$ cat src/hdl/cdd_pkg.sv
// ----------------------------------------------------------------------------
// cdd_pkg: shared types and tables for the calendar day difference block
// Month tables, reciprocal constant for divide by 100, datapath widths.
// ----------------------------------------------------------------------------
package cdd_pkg;

  localparam int DayW   = 5;
  localparam int MonW   = 4;
  localparam int YearW  = 14;
  localparam int QuoW   = 8;                // year / 100 fits in 8 bits
  localparam int PartW  = 12;               // p/4 - p/100 + p/400
  localparam int MaddW  = 9;                // month start plus leap day
  localparam int OrdW   = 23;               // ordinal day count
  localparam int CountW = 22;               // day_count field

  // floor(x / 100) == (x * Div100Mul) >> Div100Shift for x < 2**14
  localparam int Div100Mul   = 5243;
  localparam int Div100Shift = 19;
  localparam int ProdW       = YearW + 13;

  localparam logic [YearW-1:0]  YearDefault  = YearW'(2000);
  localparam logic [MonW-1:0]   MonJan       = MonW'(1);
  localparam logic [MonW-1:0]   MonFeb       = MonW'(2);
  localparam logic [MonW-1:0]   MonDec       = MonW'(12);
  localparam logic [CountW-1:0] DayCountMax  = {CountW{1'b1}};

  typedef logic [OrdW-1:0]   ord_t;
  typedef logic [YearW-1:0]  year_t;
  typedef logic [QuoW-1:0]   quo_t;

  // days in the months before month m (m already normalized to 1..12)
  function automatic logic [MaddW-1:0] month_start(input logic [MonW-1:0] m);
    logic [MaddW-1:0] r;
    unique case (m)
      4'd1:    r = 9'd0;
      4'd2:    r = 9'd31;
      4'd3:    r = 9'd59;
      4'd4:    r = 9'd90;
      4'd5:    r = 9'd120;
      4'd6:    r = 9'd151;
      4'd7:    r = 9'd181;
      4'd8:    r = 9'd212;
      4'd9:    r = 9'd243;
      4'd10:   r = 9'd273;
      4'd11:   r = 9'd304;
      4'd12:   r = 9'd334;
      default: r = 9'd0;
    endcase
    return r;
  endfunction

  function automatic logic [DayW-1:0] month_len(input logic [MonW-1:0] m,
                                                input logic leap);
    logic [DayW-1:0] r;
    unique case (m)
      4'd2:    r = leap ? 5'd29 : 5'd28;
      4'd4,
      4'd6,
      4'd9,
      4'd11:   r = 5'd30;
      default: r = 5'd31;
    endcase
    return r;
  endfunction

endpackage

$ cat src/hdl/calendar_day_difference.sv
// ----------------------------------------------------------------------------
// calendar_day_difference: absolute day count between two Gregorian dates
// start is staged through to out_valid; one date pair accepted per cycle.
// busy stays low: the pipeline never stalls and the receiver cannot stall.
// Synchronous active-low reset clears only the stage valid bits.
// ----------------------------------------------------------------------------
module calendar_day_difference
  import cdd_pkg::*;
(
  input  logic              clk,
  input  logic              rst_n,
  input  logic              start,
  output logic              busy,
  input  logic [DayW-1:0]   in_first_day,
  input  logic [MonW-1:0]   in_first_month,
  input  logic [YearW-1:0]  in_first_year,
  input  logic [DayW-1:0]   in_second_day,
  input  logic [MonW-1:0]   in_second_month,
  input  logic [YearW-1:0]  in_second_year,
  output logic              out_valid,
  output logic [CountW-1:0] out_day_count
);

  // Pipeline:
  //   stage 1  normalize month/year, p = year-1, reciprocal multiplies for
  //            year/100, p/100 and p/400
  //   stage 2  leap test, day clamp, 365*p, leap-count partial sum,
  //            month offset
  //   stage 3  ordinal = 365*p + leap days + month offset + day
  //   stage 4  |a - b| with saturation, output register
  // Both dates run in parallel lanes (index 0 first, 1 second).

  logic              accept;
  logic [DayW-1:0]   in_day  [2];
  logic [MonW-1:0]   in_mon  [2];
  logic [YearW-1:0]  in_year [2];

  assign busy   = 1'b0;
  assign accept = start & ~busy;

  assign in_day[0]  = in_first_day;
  assign in_mon[0]  = in_first_month;
  assign in_year[0] = in_first_year;
  assign in_day[1]  = in_second_day;
  assign in_mon[1]  = in_second_month;
  assign in_year[1] = in_second_year;

  // ---------------- stage 1 ----------------
  logic              s1_vld_r, s1_vld_nxt;
  logic [DayW-1:0]   s1_day_r  [2], s1_day_nxt  [2];
  logic [MonW-1:0]   s1_mon_r  [2], s1_mon_nxt  [2];
  year_t             s1_year_r [2], s1_year_nxt [2];
  year_t             s1_prev_r [2], s1_prev_nxt [2];
  quo_t              s1_qy_r   [2], s1_qy_nxt   [2];   // year / 100
  quo_t              s1_qp_r   [2], s1_qp_nxt   [2];   // p / 100
  quo_t              s1_qp4_r  [2], s1_qp4_nxt  [2];   // p / 400

  always_comb begin
    logic [ProdW-1:0] prod_y, prod_p, prod_p4;
    year_t            yr, pv;
    s1_vld_nxt = accept;
    for (int i = 0; i < 2; i++) begin
      // month outside 1..12 is January, year zero is 2000
      s1_mon_nxt[i] = (in_mon[i] == '0 || in_mon[i] > MonDec) ? MonJan : in_mon[i];
      yr            = (in_year[i] == '0) ? YearDefault : in_year[i];
      pv            = yr - year_t'(1);
      prod_y        = ProdW'(yr) * ProdW'(Div100Mul);
      prod_p        = ProdW'(pv) * ProdW'(Div100Mul);
      prod_p4       = ProdW'(pv[YearW-1:2]) * ProdW'(Div100Mul);
      s1_day_nxt[i]  = in_day[i];
      s1_year_nxt[i] = yr;
      s1_prev_nxt[i] = pv;
      s1_qy_nxt[i]   = prod_y[Div100Shift +: QuoW];
      s1_qp_nxt[i]   = prod_p[Div100Shift +: QuoW];
      s1_qp4_nxt[i]  = prod_p4[Div100Shift +: QuoW];
    end
  end

  // ---------------- stage 2 ----------------
  logic              s2_vld_r, s2_vld_nxt;
  ord_t              s2_p365_r [2], s2_p365_nxt [2];
  logic [PartW-1:0]  s2_part_r [2], s2_part_nxt [2];
  logic [MaddW-1:0]  s2_madd_r [2], s2_madd_nxt [2];
  logic [DayW-1:0]   s2_day_r  [2], s2_day_nxt  [2];

  always_comb begin
    logic            leap, cent;
    year_t           hund;
    logic [DayW-1:0] len;
    s2_vld_nxt = s1_vld_r;
    for (int i = 0; i < 2; i++) begin
      hund = year_t'(s1_qy_r[i]) * year_t'(100);
      cent = (hund == s1_year_r[i]);
      leap = (s1_year_r[i][1:0] == 2'b00 && !cent) ||
             (cent && s1_qy_r[i][1:0] == 2'b00);
      len  = month_len(s1_mon_r[i], leap);
      // day past end of month becomes the first; day zero stays zero
      s2_day_nxt[i]  = (s1_day_r[i] > len) ? DayW'(1) : s1_day_r[i];
      s2_p365_nxt[i] = OrdW'(s1_prev_r[i]) * OrdW'(365);
      s2_part_nxt[i] = PartW'(s1_prev_r[i][YearW-1:2]) - PartW'(s1_qp_r[i])
                       + PartW'(s1_qp4_r[i]);
      s2_madd_nxt[i] = month_start(s1_mon_r[i])
                       + MaddW'(leap && s1_mon_r[i] > MonFeb);
    end
  end

  // ---------------- stage 3 ----------------
  logic s3_vld_r, s3_vld_nxt;
  ord_t s3_ord_r [2], s3_ord_nxt [2];

  always_comb begin
    s3_vld_nxt = s2_vld_r;
    for (int i = 0; i < 2; i++) begin
      s3_ord_nxt[i] = s2_p365_r[i] + OrdW'(s2_part_r[i]) + OrdW'(s2_madd_r[i])
                      + OrdW'(s2_day_r[i]);
    end
  end

  // ---------------- stage 4 ----------------
  logic              s4_vld_r, s4_vld_nxt;
  logic [CountW-1:0] s4_cnt_r, s4_cnt_nxt;

  always_comb begin
    ord_t diff;
    s4_vld_nxt = s3_vld_r;
    diff = (s3_ord_r[0] > s3_ord_r[1]) ? (s3_ord_r[0] - s3_ord_r[1])
                                       : (s3_ord_r[1] - s3_ord_r[0]);
    // saturate at the field's maximum
    s4_cnt_nxt = diff[OrdW-1] ? DayCountMax : diff[CountW-1:0];
  end

  // payload registers, no reset
  always_ff @(posedge clk) begin
    for (int i = 0; i < 2; i++) begin
      s1_day_r[i]  <= s1_day_nxt[i];
      s1_mon_r[i]  <= s1_mon_nxt[i];
      s1_year_r[i] <= s1_year_nxt[i];
      s1_prev_r[i] <= s1_prev_nxt[i];
      s1_qy_r[i]   <= s1_qy_nxt[i];
      s1_qp_r[i]   <= s1_qp_nxt[i];
      s1_qp4_r[i]  <= s1_qp4_nxt[i];
      s2_p365_r[i] <= s2_p365_nxt[i];
      s2_part_r[i] <= s2_part_nxt[i];
      s2_madd_r[i] <= s2_madd_nxt[i];
      s2_day_r[i]  <= s2_day_nxt[i];
      s3_ord_r[i]  <= s3_ord_nxt[i];
    end
    s4_cnt_r <= s4_cnt_nxt;
  end

  // valid bits, synchronous reset
  always_ff @(posedge clk) begin
    if (!rst_n) begin
      s1_vld_r <= 1'b0;
      s2_vld_r <= 1'b0;
      s3_vld_r <= 1'b0;
      s4_vld_r <= 1'b0;
    end else begin
      s1_vld_r <= s1_vld_nxt;
      s2_vld_r <= s2_vld_nxt;
      s3_vld_r <= s3_vld_nxt;
      s4_vld_r <= s4_vld_nxt;
    end
  end

  assign out_valid     = s4_vld_r;
  assign out_day_count = s4_cnt_r;

endmodule

$ cat config.mk
export PLATFORM = sky130hd
export DESIGN_NAME = calendar_day_difference
export DESIGN_NICKNAME = d
export VERILOG_FILES = /design/src/hdl/cdd_pkg.sv /design/src/hdl/calendar_day_difference.sv
export SDC_FILE = /design/constraint.sdc
export NUM_CORES = 2
export LEC_CHECK = 0
export BUFFER_PORTS_ARGS = -buffer_cell sky130_fd_sc_hd__buf_4
export CORE_MARGIN = 2
export CORE_UTILIZATION = 30
export DETAILED_ROUTE_END_ITERATION = 10
export PLACE_DENSITY = 0.41
export SLEW_MARGIN = 20
export SYNTH_ARGS = -nofsm -noshare
export SYNTH_HDL_FRONTEND = slang
export SYNTH_SLANG_ARGS = --single-unit
$ cat constraint.sdc
create_clock -name clk -period 10.3 [get_ports clk]
set_clock_uncertainty 0.1 [all_clocks]
set_input_delay 0 -clock clk [delete_from_list [all_inputs] [get_ports clk]]
set_output_delay 0 -clock clk [all_outputs]
set_load 0.02 [all_outputs]
==> metrics.log <==
INFO  metric layout.cells.most_common = sky130_fd_sc_hd__inv_1
INFO  metric syn_nets = 5,256
INFO  metric route.antenna.remaining_nets = 0
INFO  metric failed_checks = design-rule violations
INFO  metric initial_antenna_violation_count = 6
INFO  metric final_hpwl_from_detailed_placement = 77,700 um
INFO  metric clock_tree_root_driver_cell = sky130_fd_sc_hd__clkbuf_16
INFO  metric initial_core_utilization = 0.303
INFO  metric io_pins = 73
INFO  metric fp.dieArea = 0.128 mm2
INFO  metric timing.critical_path.fanout_max = 8
INFO  metric syn_to_final_growth = 12.0%
INFO  metric reg2regPathDepth = 18
INFO  metric final_setup_tns = 0 ps
INFO  metric ys_seq_area_frac = 0.154
INFO  metric avgViaCountPerCell = 4.36
INFO  metric finalWorstPathRequiredPeriod = 8420 ps
INFO  metric area_fraction_in_compound_gates_after_synthesis = 0.0901
INFO  metric tritoncts = yes
INFO  metric most_instantiated_flip_flop_cell_in_the_synthesis_netlist = sky130_fd_sc_hd__dfxtp_1
INFO  metric largest_net_degree_at_the_start_of_global_routing = 23
INFO  metric run_status = complete, but fails checks
INFO  metric gr_util_all_layers = 0.143
INFO  metric r2r-start = s1_prev_r[0][4]
INFO  metric synth_top_area_share = 0.283
INFO  metric slowest_delay = 660 ps
INFO  metric grt_pass1_vias = 27,100
INFO  metric synth_warnings = 0
INFO  metric post_route_cells_drive_above_1_share = 0.0475
INFO  metric drt_wl_total = 88,100 um
INFO  metric post_synthesis_simple_gate_area_fraction = 0.0696
INFO  metric worst_hold_path.endpoint = s1_day_r[0][1]
INFO  metric grt_setup_unrepaired = no
INFO  metric drtIter0Drc = 774
INFO  metric min_path_type = in -> reg
INFO  metric synth.distinct_cells = 87
INFO  metric r2r-end = s2_p365_r[0][20]
INFO  metric max-clock-path-buffers = 3
INFO  metric synth_enable_flop_cells = 0
INFO  metric setup_violations = 0
INFO  metric slew_viol_final = 0
INFO  metric synth_top_family_by_area = adder cells
INFO  metric antennaDiodeCount = 0
INFO  metric route.vias.total = 25,000
INFO  metric timing.hold.worst.start = in_first_day[1]
INFO  metric worst-endpoint-arrival = 8750 ps
INFO  metric required_arrival_time_at_the_worst_endpoint = 10,630 ps
INFO  metric numCtsBuffers = 38
INFO  metric drtPass1Iterations = 8
INFO  metric clock_latency = 590 ps
INFO  metric floorplan.die.width = 358 um
INFO  metric route.detailed.wl_per_inst = 15.4 um
INFO  metric commonest_non_fill_non_tap_cells_in_the_layout = sky130_fd_sc_hd__inv_1, sky130_fd_sc_hd__ha_1, sky130_fd_sc_hd__fa_1
INFO  metric post_synth_fa_ha_maj_area_fraction = 0.525
INFO  metric syn_area = 0.0375 mm2
INFO  metric yosys-mux-area-fraction = 0.00614
INFO  metric post-synth-top-area-cell = sky130_fd_sc_hd__ha_1
INFO  metric overflow = 0
INFO  metric h_tree_depth = 2
INFO  metric gp_congestion = 0.811
INFO  metric drc = 1
INFO  metric nets = 5,407
INFO  metric postSynthRegisterBits = 288
INFO  metric synth_async_sr_flop_share = 0
INFO  metric grt_pass1_wl = 145,000 um
INFO  metric finalHoldViolations = 0
INFO  metric crit_type = in -> reg
INFO  metric crit_path_top_delay_cell = sky130_fd_sc_hd__o41ai_1
INFO  metric synth_area_leaders = sky130_fd_sc_hd__ha_1, sky130_fd_sc_hd__fa_1, sky130_fd_sc_hd__dfxtp_1
INFO  metric clkSlewWorstSetupHoldPaths = 60 ps
INFO  metric timing.slew.headroom = 0.404
INFO  metric tightestPinTransition = 887 ps
INFO  metric synth_xor_xnor_area_share = 0.0502
INFO  metric core = 0.124 mm2
INFO  metric cap_viol_max_count = 0
INFO  metric fmaxAchievable = 119 MHz
INFO  metric clock_sink_count = 288
INFO  metric port_buffers = 71
INFO  metric std_cell_rows = 129
INFO  metric setup.reg_to_reg.worst_slack = 5220 ps
INFO  metric cts_repair_resize_count = 0
INFO  metric syn_area_per_cell = 9.61 um2
INFO  metric postSynthCellCount = 3,904
INFO  metric final_clock_period_utilization_by_the_worst_path = 0.817
INFO  metric critPathLaunchType = input port
INFO  metric critPathCaptureType = flop
INFO  metric holdPathStages = 2
INFO  metric die-height = 358 um
==> registers in the layout, indices dropped and copies added, names as in the netlist <==
| register | count |
|---|---|
| s1_vld_r | 1 |
| s1_mon_r | 8 |
| s1_day_r | 10 |
| s1_prev_r | 28 |
| s2_vld_r | 1 |
| s2_part_r | 24 |
| out_day_count | 22 |
| s1_qy_r | 16 |
| s2_p365_r | 46 |
| s1_qp4_r | 12 |
| s2_madd_r | 18 |
| s1_year_r | 28 |
| s2_day_r | 10 |
| s3_vld_r | 1 |
| s3_ord_r | 46 |
| s1_qp_r | 16 |
| out_valid | 1 |
==> worst max-delay path: cells and delay by family <==
kind | cells | cell delay (ps)
AO/OA/AOI/OAI | 9 | 2270
AND/OR/NAND/NOR | 4 | 1580
XOR/XNOR | 3 | 940
adder cells (fa/ha/maj) | 7 | 2700
buffers and inverters | 6 | 1250
==> kinds of logic after synthesis <==
family / Yosys count
fa+ha+maj: 1303
buf+inv: 1039
xor+xnor: 212
compound gates: 508
simple gates: 533
flops: 288
other cells: 1
mux: 20
==> metal layers <==
layer / track usage / part of all wire / vias up
met5: 0 / 0 / -
met4: 0.0245 / 0.014 / 0
met3: 0.0137 / 0.020 / 78
met2: 0.238 / 0.46 / 205
met1: 0.203 / 0.51 / 11800
li1: - / - / 12800
==> how the worst max path moves through the flow <==
stage | slack (ps) | depth (start not counted) | startpoint | endpoint
floorplan | 3020 | 33 | in_first_year[0] | s1_qp4_r[0][5]
global placement | 2000 | 28 | in_second_year[0] | s1_qp_r[0][15]
detailed placement | 1870 | 28 | in_second_year[0] | s1_qp_r[0][15]
CTS | 1870 | 29 | in_second_year[0] | s1_qp_r[0][15]
global route | 1400 | 29 | in_second_year[0] | s1_qp_r[0][15]
finish | 1880 | 29 | in_second_year[0] | s1_qp_r[0][15]
==> cells in the mapped netlist (all sizes together) (6+ instances only) <==
master and n:
xnor2 161, fa 454, buf 20, clkbuf 17
and3 25, dfxtp 288, o2111ai 9, mux2i 14
o21ai 102, inv 1001, o21a 18, nor3 46
a21boi 29, nor4 10, nor2b 27, or4 8
a21oi 137, nand3 43, nand2b 12, a31oi 17
nor2 137, ha 849, nand4 26, a211oi 18
a21o 58, or3 10, o211ai 14, or2 8
o21bai 24, nand2 141, a211o 13, nand3b 6
xor2 51, o41ai 9, and2 22
==> stage by stage <==
| step | utilization | hold slack [ps] | setup slack, ps | instance area (um2) | std cells |
|---|---|---|---|---|---|
| 3_3_place_gp | 0.323 | 7.38 | 2000 | 40100 | 5591 |
| 5_1_grt | 0.339 | 19.9 | 1400 | 42000 | 5720 |
| 2_1_floorplan | - | -72.3 | 3020 | 37500 | 3904 |
| 3_5_place_dp | 0.323 | 8.28 | 1870 | 40100 | 5591 |
| 4_1_cts | 0.339 | 6.97 | 1870 | 42000 | 5720 |
| 6_report | 0.339 | 26.4 | 1880 | 42000 | 5720 |
==> layout make-up <==
type | count | area [um2]
fillers | 13000 | 82000
multi-input cells | 2577 | 27800
flip-flops and latches | 288 | 5770
inverters | 1002 | 3760
well taps | 1637 | 2050
repair buffers | 148 | 1260
clock buffers | 49 | 1070
clock inverters | 19 | 259
==> repair_timing <==
action | 4_1_cts | 5_1_grt
setup buffers | 0 | 0
hold buffers | 61 | 0
hold endpoints to repair | 55 | 0
Power is not shown: default switching activity piles up to over one toggle a cycle in this logic, so the estimate is an artifact.
